==> config.mk <==
export PLATFORM = sky130hd
export DESIGN_NAME = utf8_emoji_scan_top
export DESIGN_NICKNAME = d
export VERILOG_FILES = /design/src/rtl/u8es_pkg.sv /design/src/rtl/u8es_classify.sv /design/src/rtl/utf8_emoji_scan_top.sv
export VERILOG_INCLUDE_DIRS = /design/src /design/src/rtl
export SDC_FILE = /design/constraint.sdc
export NUM_CORES = 1
export LEC_CHECK = 0
export BUFFER_PORTS_ARGS = -buffer_cell sky130_fd_sc_hd__buf_4
export CAP_MARGIN = 20
export CORE_ASPECT_RATIO = 0.75
export CORE_UTILIZATION = 40
export CTS_BUF_LIST = sky130_fd_sc_hd__clkbuf_2 sky130_fd_sc_hd__clkbuf_4 sky130_fd_sc_hd__clkbuf_8
export DETAILED_ROUTE_END_ITERATION = 6
export PLACE_DENSITY = 0.66
export SLEW_MARGIN = 0
export SYNTH_ARGS = -nofsm -noshare
export SYNTH_HDL_FRONTEND = slang
export SYNTH_SLANG_ARGS = --single-unit
==> constraint.sdc <==
create_clock -name clk -period 9.9 [get_ports clk]
set_input_delay 2.475 -clock clk [delete_from_list [all_inputs] [get_ports clk]]
set_output_delay 2.475 -clock clk [all_outputs]
set_load 0.02 [all_outputs]
==> src/rtl/utf8_emoji_scan_top_assert.svh <==
// assertion macros for the utf8 emoji scanner
// uses the clk and arst_n names of the module that includes it
`ifndef UTF8_EMOJI_SCAN_TOP_ASSERT_SVH
`define UTF8_EMOJI_SCAN_TOP_ASSERT_SVH
`ifndef SYNTHESIS
`define U8ES_ASSERT_IMP(lbl, ante, cons) \
	lbl: assert property (@(posedge clk) disable iff (!arst_n) (ante) |-> (cons)) \
		else $error("assertion failed");
`define U8ES_ASSERT_NXT(lbl, ante, cons) \
	lbl: assert property (@(posedge clk) disable iff (!arst_n) (ante) |=> (cons)) \
		else $error("assertion failed");
`else
`define U8ES_ASSERT_IMP(lbl, ante, cons)
`define U8ES_ASSERT_NXT(lbl, ante, cons)
`endif
`endif

==> src/rtl/u8es_pkg.sv <==
// shared types and constants for the utf8 emoji scanner
// no dependencies
`default_nettype none
package u8es_pkg;

	localparam int COUNT_BITS = 16;
	localparam int CMP_W      = (COUNT_BITS > 16) ? COUNT_BITS : 16;
	localparam int CP_W       = 21;

	localparam logic [COUNT_BITS-1:0] COUNT_MAX = {COUNT_BITS{1'b1}};

	localparam logic [7:0] SPACE_CHAR   = 8'h20;
	localparam logic [7:0] NEWLINE_CHAR = 8'h0A;

	typedef enum logic [3:0] {
		CAT_SMILEY    = 4'd0,
		CAT_MISC      = 4'd1,
		CAT_TRANSPORT = 4'd2,
		CAT_HEART     = 4'd3,
		CAT_GESTURE   = 4'd4,
		CAT_PEOPLE    = 4'd5,
		CAT_ANIMAL    = 4'd6,
		CAT_FOOD      = 4'd7,
		CAT_MUSIC     = 4'd8,
		CAT_SYMBOL    = 4'd9,
		CAT_OTHER     = 4'd10
	} cat_t;

	typedef struct packed {
		logic is_emoji;
		cat_t category;
	} cls_t;

	function automatic logic [COUNT_BITS-1:0] sat_inc(input logic [COUNT_BITS-1:0] v);
		logic [COUNT_BITS-1:0] r;
		r = (v == COUNT_MAX) ? v : v + 1'b1;
		return r;
	endfunction

endpackage
`default_nettype wire

==> src/rtl/u8es_classify.sv <==
// emoji flag and first-match category of one code point
// depends on u8es_pkg
`default_nettype none
module u8es_classify import u8es_pkg::*; (
	input  wire logic [CP_W-1:0] cp,
	output cls_t                 cls
);

	function automatic logic in_rng(input logic [CP_W-1:0] v, input logic [CP_W-1:0] lo,
			input logic [CP_W-1:0] hi);
		return (v >= lo) && (v <= hi);
	endfunction

	logic r_smiley, r_misc, r_transport;

	always_comb begin
		r_smiley    = in_rng(cp, 21'h1F600, 21'h1F64F);
		r_misc      = in_rng(cp, 21'h1F300, 21'h1F5FF);
		r_transport = in_rng(cp, 21'h1F680, 21'h1F6FF);

		cls.is_emoji = r_smiley || r_misc || r_transport
			|| in_rng(cp, 21'h02600, 21'h027BF)
			|| in_rng(cp, 21'h1F900, 21'h1F9FF)
			|| in_rng(cp, 21'h1FA00, 21'h1FAFF)
			|| (cp == 21'h0200D);

		// first match wins, the two people spans overlap and cover 1f440-1f4f7
		if (r_smiley) begin
			cls.category = CAT_SMILEY;
		end else if (r_misc) begin
			cls.category = CAT_MISC;
		end else if (r_transport) begin
			cls.category = CAT_TRANSPORT;
		end else if (cp == 21'h02764) begin
			cls.category = CAT_HEART;
		end else if (in_rng(cp, 21'h0270A, 21'h0270C)) begin
			cls.category = CAT_GESTURE;
		end else if (in_rng(cp, 21'h1F440, 21'h1F4A9) || in_rng(cp, 21'h1F44B, 21'h1F4F7)) begin
			cls.category = CAT_PEOPLE;
		end else if (in_rng(cp, 21'h1F400, 21'h1F43F)) begin
			cls.category = CAT_ANIMAL;
		end else if (in_rng(cp, 21'h1F32D, 21'h1F37F)) begin
			cls.category = CAT_FOOD;
		end else if (in_rng(cp, 21'h1F3B5, 21'h1F3BC)) begin
			cls.category = CAT_MUSIC;
		end else if (in_rng(cp, 21'h02694, 21'h026F9)) begin
			cls.category = CAT_SYMBOL;
		end else begin
			cls.category = CAT_OTHER;
		end
	end

endmodule
`default_nettype wire

==> src/rtl/utf8_emoji_scan_top.sv <==
// utf8 emoji scanner top level: byte input stage, decode state, result register
// depends on u8es_pkg, u8es_classify and utf8_emoji_scan_top_assert.svh
//
// usage
//  - input stream: one message byte per word on s_axis_tdata, s_axis_tlast on the
//    final byte of a message
//  - output stream: one word per completed character, plus one word for the final
//    byte even when no character completes there (m_axis_tuser low then)
//  - bytes that only extend a character give no output word
//  - a byte passes the input register, then decode, classify and counter update into
//    the output register; a stalled output word can hold it in the input register
//  - throughput: one byte per cycle unless a byte with an output word waits on a
//    stalled receiver, set by the decode and counter update loop
//  - the receiver may stall at will; the output word holds and the input stage
//    keeps taking bytes as long as they produce no output word
//  - cfg_we/cfg_wdata write the non-emoji limit; write it only while idle
//  - reset clears decode state, both counters, the limit and all valid flags
//  - a character cut off by the end of a message is dropped
`default_nettype none
`include "utf8_emoji_scan_top_assert.svh"
module utf8_emoji_scan_top import u8es_pkg::*; (
	input  wire logic        clk,
	input  wire logic        arst_n,
	// configuration
	input  wire logic        cfg_we,
	input  wire logic [15:0] cfg_wdata,     // max_non_emoji
	// input stream
	input  wire logic        s_axis_tvalid,
	output logic             s_axis_tready,
	input  wire logic [7:0]  s_axis_tdata,  // [7:0] data_byte
	input  wire logic        s_axis_tlast,  // last_byte
	// output stream
	output logic             m_axis_tvalid,
	input  wire logic        m_axis_tready,
	// [20:0] code_point, [21] is_emoji, [25:22] category, [26] emoji_only,
	// [42:27] emoji_count, [47:43] zero
	output logic [47:0]      m_axis_tdata,
	output logic             m_axis_tuser,  // char_valid
	output logic             m_axis_tlast   // message_end
);

	// input register
	logic       valid_s1;
	logic [7:0] byte_s1;
	logic       last_s1;

	// decode and counting state
	logic [1:0]            bytes_left_q;
	logic [CP_W-1:0]       partial_q;
	logic [COUNT_BITS-1:0] emoji_cnt_q;
	logic [COUNT_BITS-1:0] non_emoji_cnt_q;
	logic [15:0]           max_non_emoji_q;

	// output register
	logic            valid_s2;
	logic            char_valid_s2;
	logic [CP_W-1:0] cp_s2;
	cls_t            cls_s2;
	logic            end_s2;
	logic            only_s2;
	logic [15:0]     count_s2;

	// decode
	logic                  done;
	logic [CP_W-1:0]       cp;
	logic [CP_W-1:0]       shifted;
	logic [1:0]            bytes_left_d;
	logic [CP_W-1:0]       partial_d;
	logic [COUNT_BITS-1:0] emoji_cnt_d;
	logic [COUNT_BITS-1:0] non_emoji_cnt_d;
	logic                  has_res;
	logic                  adv;
	logic                  only_d;
	logic [CMP_W-1:0]      emoji_ext;
	cls_t                  cls;

	u8es_classify u_cls (
		.cp  (cp),
		.cls (cls)
	);

	always_comb begin
		shifted      = {partial_q[CP_W-7:0], byte_s1[5:0]};
		done         = 1'b0;
		cp           = '0;
		bytes_left_d = bytes_left_q;
		partial_d    = partial_q;
		if (bytes_left_q == 2'd0) begin
			// lead byte sets the length; stray continuations act as two-byte leads
			if (!byte_s1[7]) begin
				done = 1'b1;
				cp   = CP_W'(byte_s1);
			end else if (byte_s1 < 8'hE0) begin
				partial_d    = CP_W'(byte_s1[4:0]);
				bytes_left_d = 2'd1;
			end else if (byte_s1 < 8'hF0) begin
				partial_d    = CP_W'(byte_s1[3:0]);
				bytes_left_d = 2'd2;
			end else begin
				partial_d    = CP_W'(byte_s1[2:0]);
				bytes_left_d = 2'd3;
			end
		end else begin
			partial_d    = shifted;
			bytes_left_d = bytes_left_q - 2'd1;
			if (bytes_left_q == 2'd1) begin
				done = 1'b1;
				cp   = shifted;
			end
		end

		emoji_cnt_d     = emoji_cnt_q;
		non_emoji_cnt_d = non_emoji_cnt_q;
		if (done) begin
			partial_d = '0;
			if (cls.is_emoji) begin
				emoji_cnt_d = sat_inc(emoji_cnt_q);
			end else if (cp != CP_W'(SPACE_CHAR) && cp != CP_W'(NEWLINE_CHAR)) begin
				non_emoji_cnt_d = sat_inc(non_emoji_cnt_q);
			end
		end

		// verdict on the updated counters
		only_d = (emoji_cnt_d != '0)
			&& (CMP_W'(non_emoji_cnt_d) <= CMP_W'(max_non_emoji_q));
		emoji_ext = CMP_W'(emoji_cnt_d);

		has_res = done || last_s1;
		adv     = valid_s1 && (!has_res || !valid_s2 || m_axis_tready);
	end

	assign s_axis_tready = !valid_s1 || adv;

	// input stage
	always_ff @(posedge clk or negedge arst_n) begin
		if (!arst_n) begin
			valid_s1 <= 1'b0;
		end else if (s_axis_tready) begin
			valid_s1 <= s_axis_tvalid;
		end
	end

	always_ff @(posedge clk) begin
		if (s_axis_tvalid && s_axis_tready) begin
			byte_s1 <= s_axis_tdata;
			last_s1 <= s_axis_tlast;
		end
	end

	// decode state, counters and limit
	always_ff @(posedge clk or negedge arst_n) begin
		if (!arst_n) begin
			bytes_left_q    <= 2'd0;
			partial_q       <= '0;
			emoji_cnt_q     <= '0;
			non_emoji_cnt_q <= '0;
			max_non_emoji_q <= '0;
		end else begin
			if (cfg_we) begin
				max_non_emoji_q <= cfg_wdata;
			end
			if (adv) begin
				if (last_s1) begin
					// message done: start clean, drop any cut-off character
					bytes_left_q    <= 2'd0;
					partial_q       <= '0;
					emoji_cnt_q     <= '0;
					non_emoji_cnt_q <= '0;
				end else begin
					bytes_left_q    <= bytes_left_d;
					partial_q       <= partial_d;
					emoji_cnt_q     <= emoji_cnt_d;
					non_emoji_cnt_q <= non_emoji_cnt_d;
				end
			end
		end
	end

	// output register
	always_ff @(posedge clk or negedge arst_n) begin
		if (!arst_n) begin
			valid_s2 <= 1'b0;
		end else if (adv && has_res) begin
			valid_s2 <= 1'b1;
		end else if (m_axis_tready) begin
			valid_s2 <= 1'b0;
		end
	end

	always_ff @(posedge clk) begin
		if (adv && has_res) begin
			char_valid_s2 <= done;
			cp_s2         <= cp;
			cls_s2.is_emoji <= done && cls.is_emoji;
			cls_s2.category <= done ? cls.category : CAT_OTHER;
			end_s2        <= last_s1;
			only_s2       <= last_s1 && only_d;
			count_s2      <= last_s1 ? emoji_ext[15:0] : 16'd0;
		end
	end

	assign m_axis_tvalid = valid_s2;
	assign m_axis_tuser  = char_valid_s2;
	assign m_axis_tlast  = end_s2;
	assign m_axis_tdata  = {5'd0, count_s2, only_s2, cls_s2.category, cls_s2.is_emoji, cp_s2};

	// a word without a character only comes from the final byte
	`U8ES_ASSERT_IMP(a_empty_is_end, m_axis_tvalid && !m_axis_tuser, m_axis_tlast)
	// no emoji flag without a character
	`U8ES_ASSERT_IMP(a_emoji_has_char, m_axis_tvalid && m_axis_tdata[21], m_axis_tuser)
	// verdict only on the final word
	`U8ES_ASSERT_IMP(a_only_at_end, m_axis_tvalid && m_axis_tdata[26], m_axis_tlast)
	// end of message leaves clean state
	`U8ES_ASSERT_NXT(a_clear_after_end, adv && last_s1,
		bytes_left_q == 2'd0 && emoji_cnt_q == '0 && non_emoji_cnt_q == '0)

endmodule
`default_nettype wire
* Word-level counts from Yosys, hierarchy flattened
Index checks and enable logic that the tools add are counted.
Word-level totals: word-level logic and storage cells 139, bits of input ports 30, bits in registers 121, output and inout bits 52
Operators by class: multiplexer cells 38, bitwise gates (word level) 1, reductions and logical operators 41, $lt $le $gt $ge 29, equality and inequality tests 9, $add $sub $neg 3
Operators by type and width (number):
- 21-bit by 17-bit greater-or-equal comparator with 1-bit output, second input constant | 10
- 21-bit by 17-bit <= comparator with 1-bit output, second input constant | 10
- 16-bit 2-to-1 mux | 9
- 21-bit by 14-bit greater-or-equal comparator with 1-bit output, second input constant | 3
- 21-bit by 14-bit <= comparator with 1-bit output, second input constant | 3
- 15-bit 2-to-1 mux | 4
- 21-bit by 14-bit == test with 1-bit output, second input constant | 2
- 21-bit 2-to-1 mux | 2
- 4-bit 2-to-1 mux | 10
- 16-bit by 1-bit adder with 16-bit output, second input constant | 2
- 16-bit == test, second input constant | 2
- 21-bit by 4-bit inequality test with 1-bit output, second input constant | 1
- 21-bit by 6-bit inequality test with 1-bit output, second input constant | 1
- 1-bit logical AND | 20
- 16-bit <= comparator | 1
- 8-bit less-than comparator, second input constant | 2
- 16-bit nonzero test | 1
- 1-bit logical OR | 11
- 2-bit 2-to-1 mux | 5
- 7-bit 2-to-1 mux | 1
- 1-bit 2-to-1 mux | 6
- 5-bit 2-to-1 mux | 1
- 5-bit OR reduction | 1
- 4-bit inequality test, second input constant | 1
- other kinds (9) | 12

* Logic depth before layout (Yosys ltp)
depth in word-level cells 16, mapped depth 23, gate-level depth less buffers 21

* Cells and area by module
From an unflattened synthesis, not the netlist that was laid out.
Unflattened totals: cell total of the unflattened synthesis 758, area, all modules 7108.1 sq um
Modules (own cells, without submodules):
- utf8_emoji_scan_top | times used 1, area each 6363.6 sq um, cells each 635
- u8es_classify | times used 1, area each 744.5 sq um, cells each 123

* Worst setup path before layout
No wires, ideal clock.
path kind input-to-reg, start input port m_axis_tready, end register count_s2[0] (enable), arrival time 5132 ps, path slack 4320 ps, stages 6, library setup time 448 ps, path buffers 2, cell sequence nand2b_1 > or2_2 > nand2_1 > clkbuf_1 > buf_1 > nor2_1
On the way: longest elaborated chain between the ends 3
Ends and longest elaborated chain:
- from (decl) | line utf8_emoji_scan_top.sv:34 | input wire logic m_axis_tready,
- 1-bit logical OR | line utf8_emoji_scan_top.sv:129 | adv = valid_s1 && (!has_res || !valid_s2 || m_axis_tready);
- 1-bit logical AND | line utf8_emoji_scan_top.sv:129
- 1-bit logical AND | line utf8_emoji_scan_top.sv:191 | if (adv && has_res) begin
- to (signal assigned) | line utf8_emoji_scan_top.sv:198 | count_s2 <= last_s1 ? emoji_ext[15:0] : 16'd0;
- to (decl) | line utf8_emoji_scan_top.sv:61 | logic [15:0] count_s2;
Every way passes these cells. A chain may end at the register's enable or synchronous reset.

* Worst setup path after layout
start input port m_axis_tready, end output port s_axis_tready
On the way: longest elaborated chain between the ends 3
Ends and longest elaborated chain:
- 1-bit logical OR | line utf8_emoji_scan_top.sv:129
- 1-bit logical AND | line utf8_emoji_scan_top.sv:129
- 1-bit logical OR | line utf8_emoji_scan_top.sv:132 | assign s_axis_tready = !valid_s1 || adv;
- to (decl) | line utf8_emoji_scan_top.sv:29 | output logic s_axis_tready,
Every way passes these cells.

==> flow_metrics.env <==
export IMPL_routed_via_density=5.42
export IMPL_ys_ff_latch=121
export IMPL_postCtsHoldBufs=0
export IMPL_path_buf_inv=2
export IMPL_yosysTopAreaCellShare_pct=23.6
export IMPL_status="finished, final reports clean"
export IMPL_fin_cells=1078
export IMPL_insertion_delay_ps=450
export IMPL_setup_viol=0
export IMPL_nFillCells=1652
export IMPL_cp_data_arrival_time_ps=3170
export IMPL_top_layer="met4"
export IMPL_die_height_microns=117
export IMPL_total_power_mw=1.34
export IMPL_track_usage_pct=19.8
export IMPL_leakage_nw=3.45
export IMPL_htree_num_levels=4
export IMPL_wirelength_microns=17300
export IMPL_cts_tree="done"
export IMPL_post_route_period_util_pct=57.0
export IMPL_globalplace_congestion=0.902
export IMPL_r2r_setup_slack_ps=4350
export IMPL_cts_repair_resized=0
export IMPL_clockRootBuffer="clkbuf_8"
export IMPL_setup_tns_ps=0
export IMPL_required_ps=7430
export IMPL_finalClockSkew_ps=19.0
export IMPL_dr_pass1_iters=5
export IMPL_synth_warnings=0
export IMPL_core_sq_um=17100
export IMPL_portBuffers=76
export IMPL_hold_violations=0
export IMPL_clk_pin_slew_ps=70
export IMPL_grt_pass1_wl_microns=28000
export IMPL_antenna_cells=0
export IMPL_cts_sinks=121
export IMPL_cap_violations=0
export IMPL_seq_area_sq_um=3300
export IMPL_finalInstanceArea_sq_um=8210
export IMPL_avgSynthCellArea_sq_um=9.05
export IMPL_cpLargestDelayFamily="simple AND/OR/NAND/NOR gates"
export IMPL_tightest_slew_ps=915
export IMPL_endpoint_kind="output pin"
export IMPL_slowest_stage="buf_4"
export IMPL_post_dp_cell_area_sq_um=7780
export IMPL_drc=0
export IMPL_hold_path_class="flip-flop to flip-flop"
export IMPL_drtIter0Drc=464
export IMPL_max_freq_mhz=177
export IMPL_cts_buffer_depth=2
export IMPL_first_global_vias=5248
export IMPL_wl_met3_microns=1400
export IMPL_grt_antenna_before_repair=0
export IMPL_drv_slew=0
export IMPL_syn2layout_area_growth_pct=15.3
export IMPL_dp_hpwl_microns=11800
export IMPL_dieWidth_microns=156
export IMPL_final_common_cell="nand2_1"
export IMPL_postRouteAntennaNets=0
export IMPL_met2_wirelength_microns=6750
export IMPL_crit_top_cell="buf_4"
export IMPL_dp_cells=1047
export IMPL_ys_types=64
export IMPL_post_route_min_period_ps=5640
export IMPL_yosysTopAreaCell="dfrtp_1"
export IMPL_wl_per_cell_microns=16.1
export IMPL_p_per_area_nw_per_um2=163
export IMPL_start_kind="input pin"
export IMPL_most_common_layout_cells="nand2_1, buf_4, nor2_1"
export IMPL_syn_cell_area_sq_um=7110
export IMPL_final_nets=878
export IMPL_seq_area_frac_synth_pct=46.4
export IMPL_synthFlopType="dfrtp_1"
export IMPL_synth_edf_count=54
export IMPL_gr_total_overflow=0
export IMPL_numCtsBuffers=17
export IMPL_synth_cells=786
export IMPL_synthTopCellsByArea="dfrtp_1, edfxtp_1, nand2_1, o21ai_0, nor2_1"
export IMPL_grt_max_degree=87
export IMPL_relSlewSlack_pct=38.6
export IMPL_max_vdd_ir_drop_v=0.0000793
export IMPL_critPathKind="input pin to output pin"
export IMPL_row_count=41
export IMPL_cts_setup_buffers=0
export IMPL_crit_chain="buf_4, nand2b_1, nor2_1, nand2_1, buf_4"
export IMPL_cp_max_fo=3
export IMPL_m1WireLength_microns=8980
export IMPL_multi_input_area_sq_um=3470
export IMPL_ioPinCount=82
export IMPL_max_stage_delay_ps=190
export IMPL_drive_above_1_share_pct=15.7
export IMPL_die_area_sq_um=18300
export IMPL_async_reset_ff_share_pct=55.4
export IMPL_route_vias_total=5848
export IMPL_start_util_pct=41.6
export IMPL_rsz0062_at_grt="false"
state kept, by name, indices dropped and copies added, names as in the netlist:
name	count
cp_s2	21
m_axis_tlast	1
non_emoji_cnt_q	16
byte_s1	8
partial_q	15
bytes_left_q	2
m_axis_tdata	5
count_s2	16
m_axis_tvalid	1
valid_s1	1
max_non_emoji_q	16
only_s2	1
last_s1	1
emoji_cnt_q	16
m_axis_tuser	1
worst register-to-register path, stage by stage (launching register included):
cell,delay [ps]
dfrtp_1,530
or3b_1,490
a21boi_0,610
nor4_1,110
a211oi_1,460
o2111ai_1,170
buf_4,200
or3_1,470
or2_4,330
nor2_4,110
xor2_1,180
ha_1,270
a21o_1,180
a21o_1,170
a21oi_1,160
nor2b_1,60
o21ai_0,140
nand2_1,70
a21oi_1,140
o21ai_0,90
a21o_1,190
a211oi_1,240
cell usage after synthesis (18+ instances only):
cell type and count:
and2_1 21, ha_1 18, nand3_1 24, nor2_1 70
o21ai_0 65, nand2_1 108, nor3_1 22, clkbuf_1 45
inv_1 29, dfrtp_1 67, edfxtp_1 54, a21oi_1 35
power breakdown:
part	internal (mW)	switching, mW	total, mW
Sequential	0.571	0.0431	0.614
Clock	0.285	0.199	0.484
Combinational	0.0883	0.151	0.239
stage by stage:
step | hold WS, ps | util (%) | setup slack (ps)
CTS | 518 | 48.0 | 4260
global route | 544 | 48.0 | 4040
floorplan | 470 | - | 4320
detailed placement | 496 | 45.6 | 4270
global placement | 494 | 45.6 | 4270
finish | 511 | 48.0 | 4260
final timing paths:
| path | from | endpoint | cells after the start |
|---|---|---|---|
| worst max-delay path | m_axis_tready | s_axis_tready | 5 |
| worst min-delay path | non_emoji_cnt_q[10] | non_emoji_cnt_q[10] | 1 |
| worst max register to register | bytes_left_q[0] | only_s2 | 21 |
| worst min register to register | non_emoji_cnt_q[10] | non_emoji_cnt_q[10] | 1 |
| max in group asynchronous | arst_n | emoji_cnt_q[2] | 1 |
| min in group asynchronous | arst_n | max_non_emoji_q[0] | 1 |
layout make-up:
type | instances | share of cell area (%)
inverter | 29 | 1.33
multi-input combinational | 579 | 42.2
clock inverter | 10 | 1.85
clock buffer | 21 | 3.29
sequential | 121 | 40.2
timing repair buffer | 82 | 7.50
tap | 236 | 3.60
routing by layer:
metal | global-route usage (%) | vias up
met5 | 0 | -
met1 | 29.9 | 2714
met3 | 6.85 | 22
met2 | 26.2 | 235
li1 | - | 2877
met4 | 5.51 | 0
cell families after synthesis:
logic type	after synthesis	share of synthesized area [%]
and+or+nand+nor	352	25.4
adders and majority gates	18	3.17
buffers and inverters	90	5.28
DFF	121	46.4
muxes	23	3.34
other	1	0.0527
xor gates and xnor gates	25	3.08
AOI/OAI and AO/OA	156	13.3
Power figures use the tool's default switching activity.
